## src/rtl/ictf_pkg.sv

```systemverilog
// shared types, constants and the cordic angle table of the tilt filter
package ictf_pkg;

    localparam int ATAN_LEN   = 28;
    localparam int SQRT_ITERS = 24;
    localparam int ADDR_W     = 4;

    localparam logic [ADDR_W-1:0] ADDR_HIGH_GAIN = 4'd0;
    localparam logic [ADDR_W-1:0] ADDR_LOW_GAIN  = 4'd4;
    localparam logic [ADDR_W-1:0] ADDR_STEP_GAIN = 4'd8;

    localparam logic [16:0] HIGH_GAIN_RST = 17'd64225;
    localparam logic [16:0] LOW_GAIN_RST  = 17'd1311;
    localparam logic [23:0] STEP_GAIN_RST = 24'd5721;

    localparam logic signed [31:0] DEG_PER_RAD = 32'sd961263669;

    typedef struct packed {
        logic signed [15:0] gyro_x;
        logic signed [15:0] gyro_y;
        logic signed [15:0] accel_x;
        logic signed [15:0] accel_y;
        logic signed [15:0] accel_z;
    } t_sample;

    typedef struct packed {
        logic [16:0] high_gain;
        logic [16:0] low_gain;
        logic [23:0] step_gain;
    } t_cfg;

    function automatic logic signed [31:0] atan_q30(input logic [4:0] idx);
        logic signed [31:0] v;
        case (idx)
            5'd0:  v = 32'sh3243F6A8;
            5'd1:  v = 32'sh1DAC6705;
            5'd2:  v = 32'sh0FADBAFC;
            5'd3:  v = 32'sh07F56EA6;
            5'd4:  v = 32'sh03FEAB76;
            5'd5:  v = 32'sh01FFD55B;
            5'd6:  v = 32'sh00FFFAAA;
            5'd7:  v = 32'sh007FFF55;
            5'd8:  v = 32'sh003FFFEA;
            5'd9:  v = 32'sh001FFFFD;
            5'd10: v = 32'sh000FFFFF;
            5'd11: v = 32'sh0007FFFF;
            5'd12: v = 32'sh0003FFFF;
            5'd13: v = 32'sh0001FFFF;
            5'd14: v = 32'sh0000FFFF;
            5'd15: v = 32'sh00007FFF;
            5'd16: v = 32'sh00003FFF;
            5'd17: v = 32'sh00001FFF;
            5'd18: v = 32'sh00000FFF;
            5'd19: v = 32'sh000007FF;
            5'd20: v = 32'sh000003FF;
            5'd21: v = 32'sh000001FF;
            5'd22: v = 32'sh000000FF;
            5'd23: v = 32'sh0000007F;
            5'd24: v = 32'sh0000003F;
            5'd25: v = 32'sh0000001F;
            5'd26: v = 32'sh0000000F;
            5'd27: v = 32'sh00000007;
            default: v = 32'sh0;
        endcase
        return v;
    endfunction

endpackage

```

## src/rtl/ictf_front.sv

```systemverilog
// input side: accepts samples into a two-entry queue ahead of the compute engine
module ictf_front (
    input  logic              i_clk,
    input  logic              i_rst_n,
    input  logic              i_push,
    output logic              o_full,
    input  ictf_pkg::t_sample i_sample,
    output logic              o_valid,
    output ictf_pkg::t_sample o_sample,
    input  logic              i_take
);
    import ictf_pkg::*;

    t_sample    r_mem [2];
    logic       r_wptr, r_rptr;
    logic [1:0] r_count;
    logic       w_wr, w_rd;

    assign o_full   = (r_count == 2'd2);
    assign o_valid  = (r_count != 2'd0);
    assign o_sample = r_mem[r_rptr];
    assign w_wr     = i_push && !o_full;
    assign w_rd     = i_take && o_valid;

    always_ff @(posedge i_clk) begin
        if (w_wr) begin
            r_mem[r_wptr] <= i_sample;
        end
        if (!i_rst_n) begin
            r_wptr  <= 1'b0;
            r_rptr  <= 1'b0;
            r_count <= 2'd0;
        end else begin
            if (w_wr) r_wptr <= !r_wptr;
            if (w_rd) r_rptr <= !r_rptr;
            r_count <= r_count + {1'b0, w_wr} - {1'b0, w_rd};
        end
    end

endmodule

```

## config.mk

```make
export PLATFORM = sky130hd
export DESIGN_NAME = ictf_front
export DESIGN_NICKNAME = d
export VERILOG_FILES = /design/src/rtl/ictf_pkg.sv /design/src/rtl/ictf_front.sv
export SDC_FILE = /design/constraint.sdc
export NUM_CORES = 1
export LEC_CHECK = 0
export ABC_AREA = 0
export BUFFER_PORTS_ARGS = -buffer_cell sky130_fd_sc_hd__buf_2
export CORE_MARGIN = 3
export CORE_UTILIZATION = 50
export CTS_CLUSTER_SIZE = 28
export DETAILED_ROUTE_END_ITERATION = 6
export PLACE_DENSITY = 0.76
export REMOVE_ABC_BUFFERS = 1
export SETUP_SLACK_MARGIN = 0.4
export SYNTH_ARGS = -nofsm -noshare
export SYNTH_HDL_FRONTEND = slang
export SYNTH_SLANG_ARGS = --single-unit
```

## constraint.sdc

```tcl
create_clock -name i_clk -period 6 [get_ports i_clk]
set_clock_uncertainty 0.1 [all_clocks]
set_input_delay 0.3 -clock i_clk [delete_from_list [all_inputs] [get_ports i_clk]]
set_output_delay 0.3 -clock i_clk [all_outputs]
set_load 0.01 [all_outputs]
```

==> results.txt, run 1 <==
status = completed
WL final = 11800 um
reg2reg path depth = 4
clock tree buffer depth = 2
number of buffers created by CTS = 17
post-route ant nets = 0
Tmin final = 2.91 ns
area occupied by registers = 4910 um2
worst skew pair latency = 0.41 ns
first-pass GRT wire length = 18700 um
Pre-antenna DRT Iters = 4
Final Max Slew Viols = 0
crit path max fanout = 45
Initial Util = 52.3%
FP Rows = 40
P_leak = 3.47 nW
max-cap violation count = 0
synthesized flop and latch total = 165
DRC viols = 0
# clock sinks = 165
via count = 3384
layout cells sized above 1 = 50.6%
synthesized instance count = 275
die height = 119 um
NumNets Final = 618
RSZ-0062 raised after global routing = false
chip width = 119 um
routed vias/inst = 4.75
Fillers = 745
CTS tree = done
CTS H-tree lvls = 4
Yosys cell types = 17
gpl congestion = 0.698
WP data required = 5.60 ns
Hold Vio Cnt, Final = 0
Startpoint Class = flip-flop
largest net degree at the start of global routing = 81
crit path kind = flip-flop to output pin
Hold Crit Depth = 2
Pwr Density = 398 nW/um2
area grow syn2layout = 35.8%
average size of a mapped cell = 23.3 um2
Max Freq = 0.343 GHz
Die Footprint = 14200 um2
post-synthesis sequential area ratio = 76.5%
Cell Area, Synth = 6410 um2
period utilization = 48.6%
relative slew slack = 26.2%
Port-buffer cells = 165
# IOs = 166
Final Setup Violations = 0
Design Power = 3.47 mW
Yosys warning total = 0
vias in the first global route = 3713
clk slew on worst S/H paths = 0.06 ns
Hold WC Path Type = input port to flip-flop
initial antenna violation count = 0
WL/cell = 16.6 um
Multi-input gate area = 1340 um2
buffer count from post-CTS setup fixing = 0
grt ovf = 0
initial DRC count = 129
measured slew at the worst slew-check pin = 1.11 ns
GRT Total Usage = 17.2%
commonest cells after routing, fill and taps aside = 165 x buf_2, 160 x edfxtp_1, 80 x mux2_4, 80 x dlygate4sd3_1, 17 x clkbuf_16
core area = 12300 um2
arrival time of the worst setup path = 2.51 ns
CTS Root Cell = clkbuf_16
commonest non-fill, non-tap cell in the layout = buf_2
setup total negative slack = 0 ns
CP endpoint kind = output pin
worst vdd ir = 0.225 mV
DP Wirelength = 6820 um
antenna fix cells = 0
## path summary, 6_finish.rpt
kind                               from                endpoint  slack [ns]
hold / removal                  i_rst_n   r_count[0]$_SDFF_PN0_        0.04
hold reg to reg     r_rptr$_SDFFE_PN0P_               flip-flop        0.41
setup reg to reg  r_count[0]$_SDFF_PN0_  r_mem[0][76]$_DFFE_PP_        3.53
setup / recovery              flip-flop            o_sample[56]        3.09
## cell families (layout without fill, tap and decap cells)
kind of cell,Yosys count,count (layout),share of synthesized area (%)
AO/OA/AOI/OAI,1,1,0.117
XOR/XNOR,3,3,0.410
adder cells (fa/ha/maj),2,2,0.390
buffers and inverters,12,282,2.85
flip-flops,165,165,76.5
multiplexers,81,81,18.9
AND/OR/NAND/NOR,11,11,0.839
## flip-flops by register name, summed over array words and instances, names as in the netlist, named ones only
register	cells
r_count	2
r_mem	160
r_rptr	1
r_wptr	1
## cell usage after synthesis
master,count,area [um2]
and2_1,1,6.26
and3_1,1,6.26
buf_12,8,160
buf_6,1,11.3
dfxtp_1,5,100
edfxtp_1,160,4800
ha_1,2,25.0
inv_1,3,11.3
mux2_4,80,1200
mux2i_1,1,10.0
nand2_1,2,7.51
nand2b_1,2,12.5
nor2_1,4,15.0
o21a_1,1,7.51
or2_2,1,6.26
xnor2_1,2,17.5
xor2_1,1,8.76
## power breakdown
part | switching, mW | total (mW) | leakage [nW] | internal, mW
clock | 0.399 | 1.09 | 0.284 | 0.689
sequential | 0.0836 | 1.54 | 1.54 | 1.45
combinational | 0.382 | 0.843 | 1.65 | 0.462
## metal layers
layer / vias up / track usage, % / part of all wire [%]
met5: - / 0 / 0
met4: 0 / 7.82 / 1.8
met3: 19 / 5.22 / 6.2
met2: 126 / 29.2 / 52
met1: 1646 / 20.2 / 40
li1: 1593 / - / -
## metrics by stage
| step | instance area (um2) | std cells | hold slack, ns | util, % | setup slack (ns) |
|---|---|---|---|---|---|
| floorplan | 6240 | 266 | 0.299 | - | 1.46 |
| global placement | 7310 | 601 | 0.388 | 59.6 | 3.47 |
| detailed placement | 7310 | 601 | 0.392 | 59.6 | 3.46 |
| CTS | 8700 | 713 | 0.0229 | 71.0 | 3.01 |
| global route | 8700 | 713 | 0.0439 | 71.0 | 2.95 |
| finish | 8700 | 713 | 0.0443 | 71.0 | 3.09 |
## layout make-up
type	count	area share, %
clock inverters	12	1.84
multi-input cells	98	15.4
repair buffers	247	18.9
clock buffers	20	5.02
well taps	168	2.41
inverters	3	0.129
flip-flops and latches	165	56.4
## worst max-delay path, cell delays in order (launching register included)
cell and delay [ns]:
dfxtp_4 0.77, buf_4 0.80, mux2_4 0.35, buf_2 0.14
## what timing repair did
item	4_1_cts	5_1_grt
hold buffers	80	0
resized for setup	0	0
endpoints found under the hold margin	160	0
No activity file was read; power rests on OpenSTA's default activity.
==> run 2, diff against run 1 <==
- clock period: 6 -> 2.7 ns (I/O delays scaled with it)
==> results.txt, run 2 (synthesis gave the netlist of run 1 again) <==
status = completed (unchanged)
worst vdd ir = 0.559 mV (was 0.225 mV)
Hold Vio Cnt, Final = 0 (unchanged)
NumNets Final = 623 (was 618)
critical path cell sequence = buf_12, mux2_4, buf_2 (was buf_4, mux2_4, buf_2)
CP endpoint kind = output pin (unchanged)
core area = 12300 um2 (unchanged)
largest net degree at the start of global routing = 57 (was 81)
relative slew slack = 70.4% (was 26.2%)
via count = 3364 (was 3384)
die height = 119 um (unchanged)
Pre-antenna DRT Iters = 4 (unchanged)
GRT Total Usage = 17.3% (was 17.2%)
area grow syn2layout = 36.8% (was 35.8%)
max-cap violation count = 0 (unchanged)
buffer count from post-CTS setup fixing = 0 (unchanged)
worst skew pair latency = 0.41 ns (about the same)
CTS H-tree lvls = 4 (unchanged)
Final Setup Violations = 0 (unchanged)
Tmin final = 2.10 ns
WL/cell = 16.5 um (was 16.6 um)
RSZ-0062 raised after global routing = false (unchanged)
CTS tree = done (unchanged)
# clock sinks = 165 (unchanged)
routed vias/inst = 4.69 (was 4.75)
antenna fix cells = 0 (unchanged)
FP Rows = 40 (unchanged)
crit path max fanout = 36 (was 45)
clock tree buffer depth = 2 (unchanged)
peak per-stage delay on the critical path = 0.60 ns (was 0.80 ns)
initial antenna violation count = 0 (unchanged)
Initial Util = 52.3% (unchanged)
number of buffers created by CTS = 17 (unchanged)
min setup slack post-route = 0.602 ns (was 3.09 ns)
commonest cells after routing, fill and taps aside = 165 x buf_2, 160 x edfxtp_1, 81 x dlygate4sd3_1 (was 165 x buf_2, 160 x edfxtp_1, 80 x mux2_4, 80 x dlygate4sd3_1, 17 x clkbuf_16)
# IOs = 166 (unchanged)
Hold WC Path Type = input port to flip-flop (unchanged)
slowest cell on the critical path = dfxtp_4 (was buf_4)
biggest regs = r_mem x160, r_count x2 (unchanged)
clk slew on worst S/H paths = 0.06 ns (about the same)
Design Power = 7.66 mW (was 3.47 mW)
period utilization = 77.7%
CTS Root Cell = clkbuf_16 (unchanged)
Port-buffer cells = 165 (unchanged)
DRC viols = 0 (unchanged)
vias in the first global route = 3669 (was 3713)
layout cells sized above 1 = 50.7% (was 50.6%)
commonest non-fill, non-tap cell in the layout = buf_2 (unchanged)
P_leak = 3.50 nW (was 3.47 nW)
chip width = 119 um (unchanged)
initial DRC count = 173 (was 129)
Die Footprint = 14200 um2 (unchanged)
WL final = 11800 um (about the same)
crit path kind = flip-flop to output pin (unchanged)
flop-to-flop setup slack = 0.86 ns (was 3.53 ns)
largest register by flop count = r_mem (unchanged)
post-route ant nets = 0 (unchanged)
DP Wirelength = 7270 um (was 6820 um)
Startpoint Class = flip-flop (unchanged)
max reg flops = 160 (unchanged)
arrival time of the worst setup path = 1.86 ns (was 2.51 ns)
measured slew at the worst slew-check pin = 0.444 ns (was 1.11 ns)
first-pass GRT wire length = 18600 um (was 18700 um)
Pwr Density = 873 nW/um2 (was 398 nW/um2)
WP data required = 2.47 ns (was 5.60 ns)
gpl congestion = 0.715 (was 0.698)
Final Max Slew Viols = 0 (unchanged)
grt ovf = 0 (unchanged)
pre-CTS WS = 0.841 ns (was 3.46 ns)
Max Freq = 0.477 GHz
-- run 2: cell types whose count changed in the layout (fill, tap and decap cells not counted), sizes merged --
cell	before	now
buf	167	171
clkbuf	20	18
bufinv	4	3
dlygate4sd3	80	81
clkinv	6	9
-- run 2: final cells by class --
cell class              count  area [um2]
flip-flops and latches    165        4910
fillers                   760        3490
repair buffers            252        1730
multi-input cells          98        1340
clock buffers              18         429
well taps                 168         210
clock inverters            14         141
inverters                   3        11.3
-- run 2: repair_timing --
action	4_1_cts	5_1_grt
resized for setup	0	0
hold buffers	81	0
endpoints found under the hold margin	165	0
-- run 2: report_power, final --
part | total [mW] | switching, mW | internal (mW) | leakage, nW
Clock | 2.31 | 0.886 | 1.42 | 0.272
Combinational | 1.98 | 0.907 | 1.07 | 1.69
Sequential | 3.37 | 0.147 | 3.22 | 1.54
Total | 7.66 | 1.94 | 5.72 | 3.50
-- run 2: path summary, 6_finish.rpt --
kind                         startpoint                     end  cells past startpoint
setup / recovery              flip-flop            o_sample[78]                      3
hold / removal                   i_push     r_wptr$_SDFFE_PN0N_                      3
setup reg to reg  r_count[0]$_SDFF_PN0_  r_mem[1][78]$_DFFE_PP_                      3
hold reg to reg     r_rptr$_SDFFE_PN0P_     r_rptr$_SDFFE_PN0P_                      2
-- run 2: per-layer routing --
metal / vias to the layer above / GRT usage, % / part of all wire (%)
met5: - / 0 / 0
met1: 1615 / 19.1 / 39
met4: 0 / 8.25 / 2.4
met3: 18 / 5.89 / 7.0
li1: 1607 / - / -
met2: 124 / 29.8 / 52
-- run 2: through the flow --
stage	area, um2	util (%)	std cells	hold slack (ns)	setup TNS, ns
global route	8770	71.5	718	0.0257	0
CTS	8770	71.5	718	0.00304	0
finish	8770	71.5	718	0.0236	0
detailed placement	7390	60.2	605	0.226	0
global placement	7390	60.2	605	0.222	0
floorplan	6240	-	266	0.134	-255.78
-- run 2: worst max-delay path: cells and delay by family (launching register included) --
family | cells | cell delay (ns)
buffers and inverters | 2 | 0.46
flip-flops | 1 | 0.60
multiplexers | 1 | 0.34
==> run 3, diff against run 2 <==
- ABC_AREA: 0 -> 1
- clock period: 2.7 -> 1.95 ns (I/O delays scaled with it)
==> results.txt, run 3 <==
Pwr Density = 1240 nW/um2 (was 873 nW/um2)
WL/cell = 20.5 um (was 16.5 um)
Placed Cells = 617 (was 605)
Post-synth EDFFs = 160 (unchanged)
WP data required = 1.75 ns (was 2.47 ns)
CP endpoint kind = output pin (unchanged)
average size of a mapped cell = 22.5 um2 (was 23.3 um2)
worst skew pair latency = 0.41 ns (about the same)
Initial Util = 52.4% (was 52.3%)
Fillers = 647 (was 760)
core area = 12300 um2 (unchanged)
Port-buffer cells = 165 (unchanged)
Tmin final = 1.77 ns
Final Max Slew Viols = 0 (unchanged)
post-synthesis sequential area ratio = 76.4% (was 76.5%)
CTS Root Cell = clkbuf_16 (unchanged)
first-pass GRT wire length = 20400 um (was 18600 um)
most frequent cell after synthesis = edfxtp_1 (unchanged)
routed vias/inst = 4.95 (was 4.69)
RSZ-0062 raised after global routing = true (was false)
grt ovf = 0 (unchanged)
Final Core Density = 78.5% (was 71.5%)
capturing point of the worst reg2reg path = r_count[1]$_SDFF_PN0_ (was r_mem[1][78]$_DFFE_PP_)
Startpoint Class = flip-flop (unchanged)
Global Route met1 Usage = 21.8% (was 19.1%)
number of buffers created by CTS = 17 (unchanged)
status = completed (unchanged)
DRC viols = 0 (unchanged)
Commonest cells post-synth = 160 x edfxtp_1, 80 x mux2_4, 9 x nand2_1 (was 160 x edfxtp_1, 80 x mux2_4, 8 x buf_12)
Simple-Gate Fraction of Synth Area = 1.23% (was 0.839%)
largest net degree at the start of global routing = 45 (was 57)
P_leak = 3.83 nW (was 3.50 nW)
Area contributors post-synth = edfxtp_1 75%, mux2_4 19%, buf_12 2.5% (unchanged)
layout cells sized above 1 = 54.5% (was 50.7%)
commonest cells after routing, fill and taps aside = 160 x edfxtp_1, 108 x buf_2, 83 x dlygate4sd3_1 (was 165 x buf_2, 160 x edfxtp_1, 81 x dlygate4sd3_1)
initial antenna violation count = 2 (was 0)
DP Wirelength = 7260 um (was 7270 um)
largest area contributor in the synthesized netlist = edfxtp_1 (unchanged)
synthesized flop and latch total = 165 (unchanged)
Yosys cell types = 11 (was 17)
worst vdd ir = 0.821 mV (was 0.559 mV)
max-cap violation count = 0 (unchanged)
Design Power = 12.0 mW (was 7.66 mW)
pre-CTS WS = 0.198 ns (was 0.841 ns)
post-route ant nets = 0 (unchanged)
Hold Vio Cnt, Final = 0 (unchanged)
area occupied by registers = 4920 um2 (was 4910 um2)
vias in the first global route = 3974 (was 3669)
Max Freq = 0.566 GHz
clock tree buffer depth = 2 (unchanged)
FP Rows = 40 (unchanged)
measured slew at the worst slew-check pin = 0.262 ns (was 0.444 ns)
Worst setup endpoint = o_sample[56] (was o_sample[78])
Synth Area in XOR/XNOR = 0% (was 0.410%)
# IOs = 166 (unchanged)
min setup slack post-route = 0.184 ns (was 0.602 ns)
Crit Reg-Reg Startpoint = r_count[1]$_SDFF_PN0_ (was r_count[0]$_SDFF_PN0_)
CTS H-tree lvls = 4 (unchanged)
NumNets Final = 653 (was 623)
relative slew slack = 82.5% (was 70.4%)
mux cell area share after synthesis = 18.7% (was 18.9%)
gpl congestion = 0.723 (was 0.715)
Synth Area in Compound Gates = 0.156% (was 0.117%)
Multi-input gate area = 1400 um2 (was 1340 um2)
synthesized instance count = 286 (was 275)
Synth async-reset ratio = 0% (unchanged)
arrival time of the worst setup path = 1.57 ns (was 1.86 ns)
post-synth top area share = 74.8% (was 74.9%)
largest family of logic cells by synthesized area = multiplexers (unchanged)
GRT met3 Usage = 5.70% (was 5.89%)
period utilization = 90.5%
Yosys warning total = 0 (unchanged)
crit path kind = flip-flop to output pin (unchanged)
chip width = 119 um (about the same)
GR peak layer = met2 (unchanged)
biggest regs = r_mem x160, r_count x2 (unchanged)
grt met2 use = 32.2% (was 29.8%)
Final Setup Violations = 0 (unchanged)
Synth Area in Adders = 0.390% (about the same)
Die Footprint = 14200 um2 (about the same)
area grow syn2layout = 50.0% (was 36.8%)
die height = 119 um (about the same)
largest register by flop count = r_mem (unchanged)
Final Cell Area = 9630 um2 (was 8770 um2)
# clock sinks = 165 (unchanged)
CTS tree = done (unchanged)
via count = 3715 (was 3364)
Cell Area, Synth = 6420 um2 (was 6410 um2)
Hold WC Path Type = input port to flip-flop (unchanged)
clk slew on worst S/H paths = 0.06 ns (about the same)
Hold Path Origin = i_sample[51] (was i_push)
reg2reg path depth = 9 (was 3)
Post-synth top flop = edfxtp_1 (unchanged)
fin cells = 751 (was 718)
initial DRC count = 222 (was 173)
crit path max fanout = 8 (was 36)
max reg flops = 160 (unchanged)
WL final = 15400 um (was 11800 um)
dpl cell area = 7430 um2 (was 7390 um2)
commonest non-fill, non-tap cell in the layout = edfxtp_1 (was buf_2)
Pre-antenna DRT Iters = 4 (unchanged)
flop-to-flop setup slack = 0.45 ns (was 0.86 ns)
GRT Total Usage = 18.8% (was 17.3%)
run 3: how the worst min path moves through the flow:
stage | to | slack, ns | depth (start not counted)
2_1_floorplan | r_count[0]$_SDFF_PN0_ | 0.09 | 2
3_3_place_gp | r_mem[0][35]$_DFFE_PP_ | 0.18 | 1
3_5_place_dp | r_mem[0][35]$_DFFE_PP_ | 0.19 | 1
4_1_cts | r_mem[0][35]$_DFFE_PP_ | 0.28 | 2
5_1_grt | r_mem[1][47]$_DFFE_PP_ | 0.30 | 2
6_report | r_mem[0][51]$_DFFE_PP_ | 0.31 | 2
run 3: per-layer routing:
layer  part of all wire (%)  routed length [um]
met3                    5.6                 858
met2                     55                8480
met1                     37                5660
met5                      0                   0
met4                    2.4                 364
run 3: final cells by class:
type | count | area share (%)
inverter | 8 | 0.390
timing repair buffer | 271 | 25.7
clock inverter | 14 | 1.68
sequential | 165 | 51.1
clock buffer | 18 | 4.46
multi-input combinational | 104 | 14.5
tap | 168 | 2.18
antenna | 3 | 0.0780
run 3: kinds of logic (layout without fill, tap and decap cells):
| group | count (synthesis) | after routing |
|---|---|---|
| flops | 165 | 165 |
| mux | 80 | 80 |
| simple gates | 20 | 20 |
| buf+inv | 17 | 311 |
| fa+ha+maj | 2 | 2 |
| compound gates | 2 | 2 |
| other cells | 0 | 3 |
run 3: critical path, stage by stage (launching register included):
cell       delay, ns
dfxtp_4         0.37
buf_12          0.15
clkbuf_16       0.18
mux2_4          0.32
buf_6           0.12
run 3: repair_timing:
item / in CTS / in global routing
pin swaps: 5 / 4
gates cloned: 0 / 11
endpoints found under the setup margin: 126 / 162
resized for setup: 13 / 87
hold endpoints to repair: 165 / 0
hold buffers: 83 / 0
setup buffers: 3 / 2
run 3: per-stage QoR:
| step | setup TNS (ns) | hold slack (ns) |
|---|---|---|
| after floorplan | -409.20 | 0.0910 |
| after global placement | 0 | 0.185 |
| after detailed placement | 0 | 0.188 |
| after CTS | 0 | 0.280 |
| after global routing | 0 | 0.298 |
| final | 0 | 0.307 |
run 3: report_power, final:
| part | switching (mW) | internal (mW) |
|---|---|---|
| registers | 0.178 | 4.50 |
| logic | 1.70 | 2.26 |
| clock network | 1.33 | 2.00 |
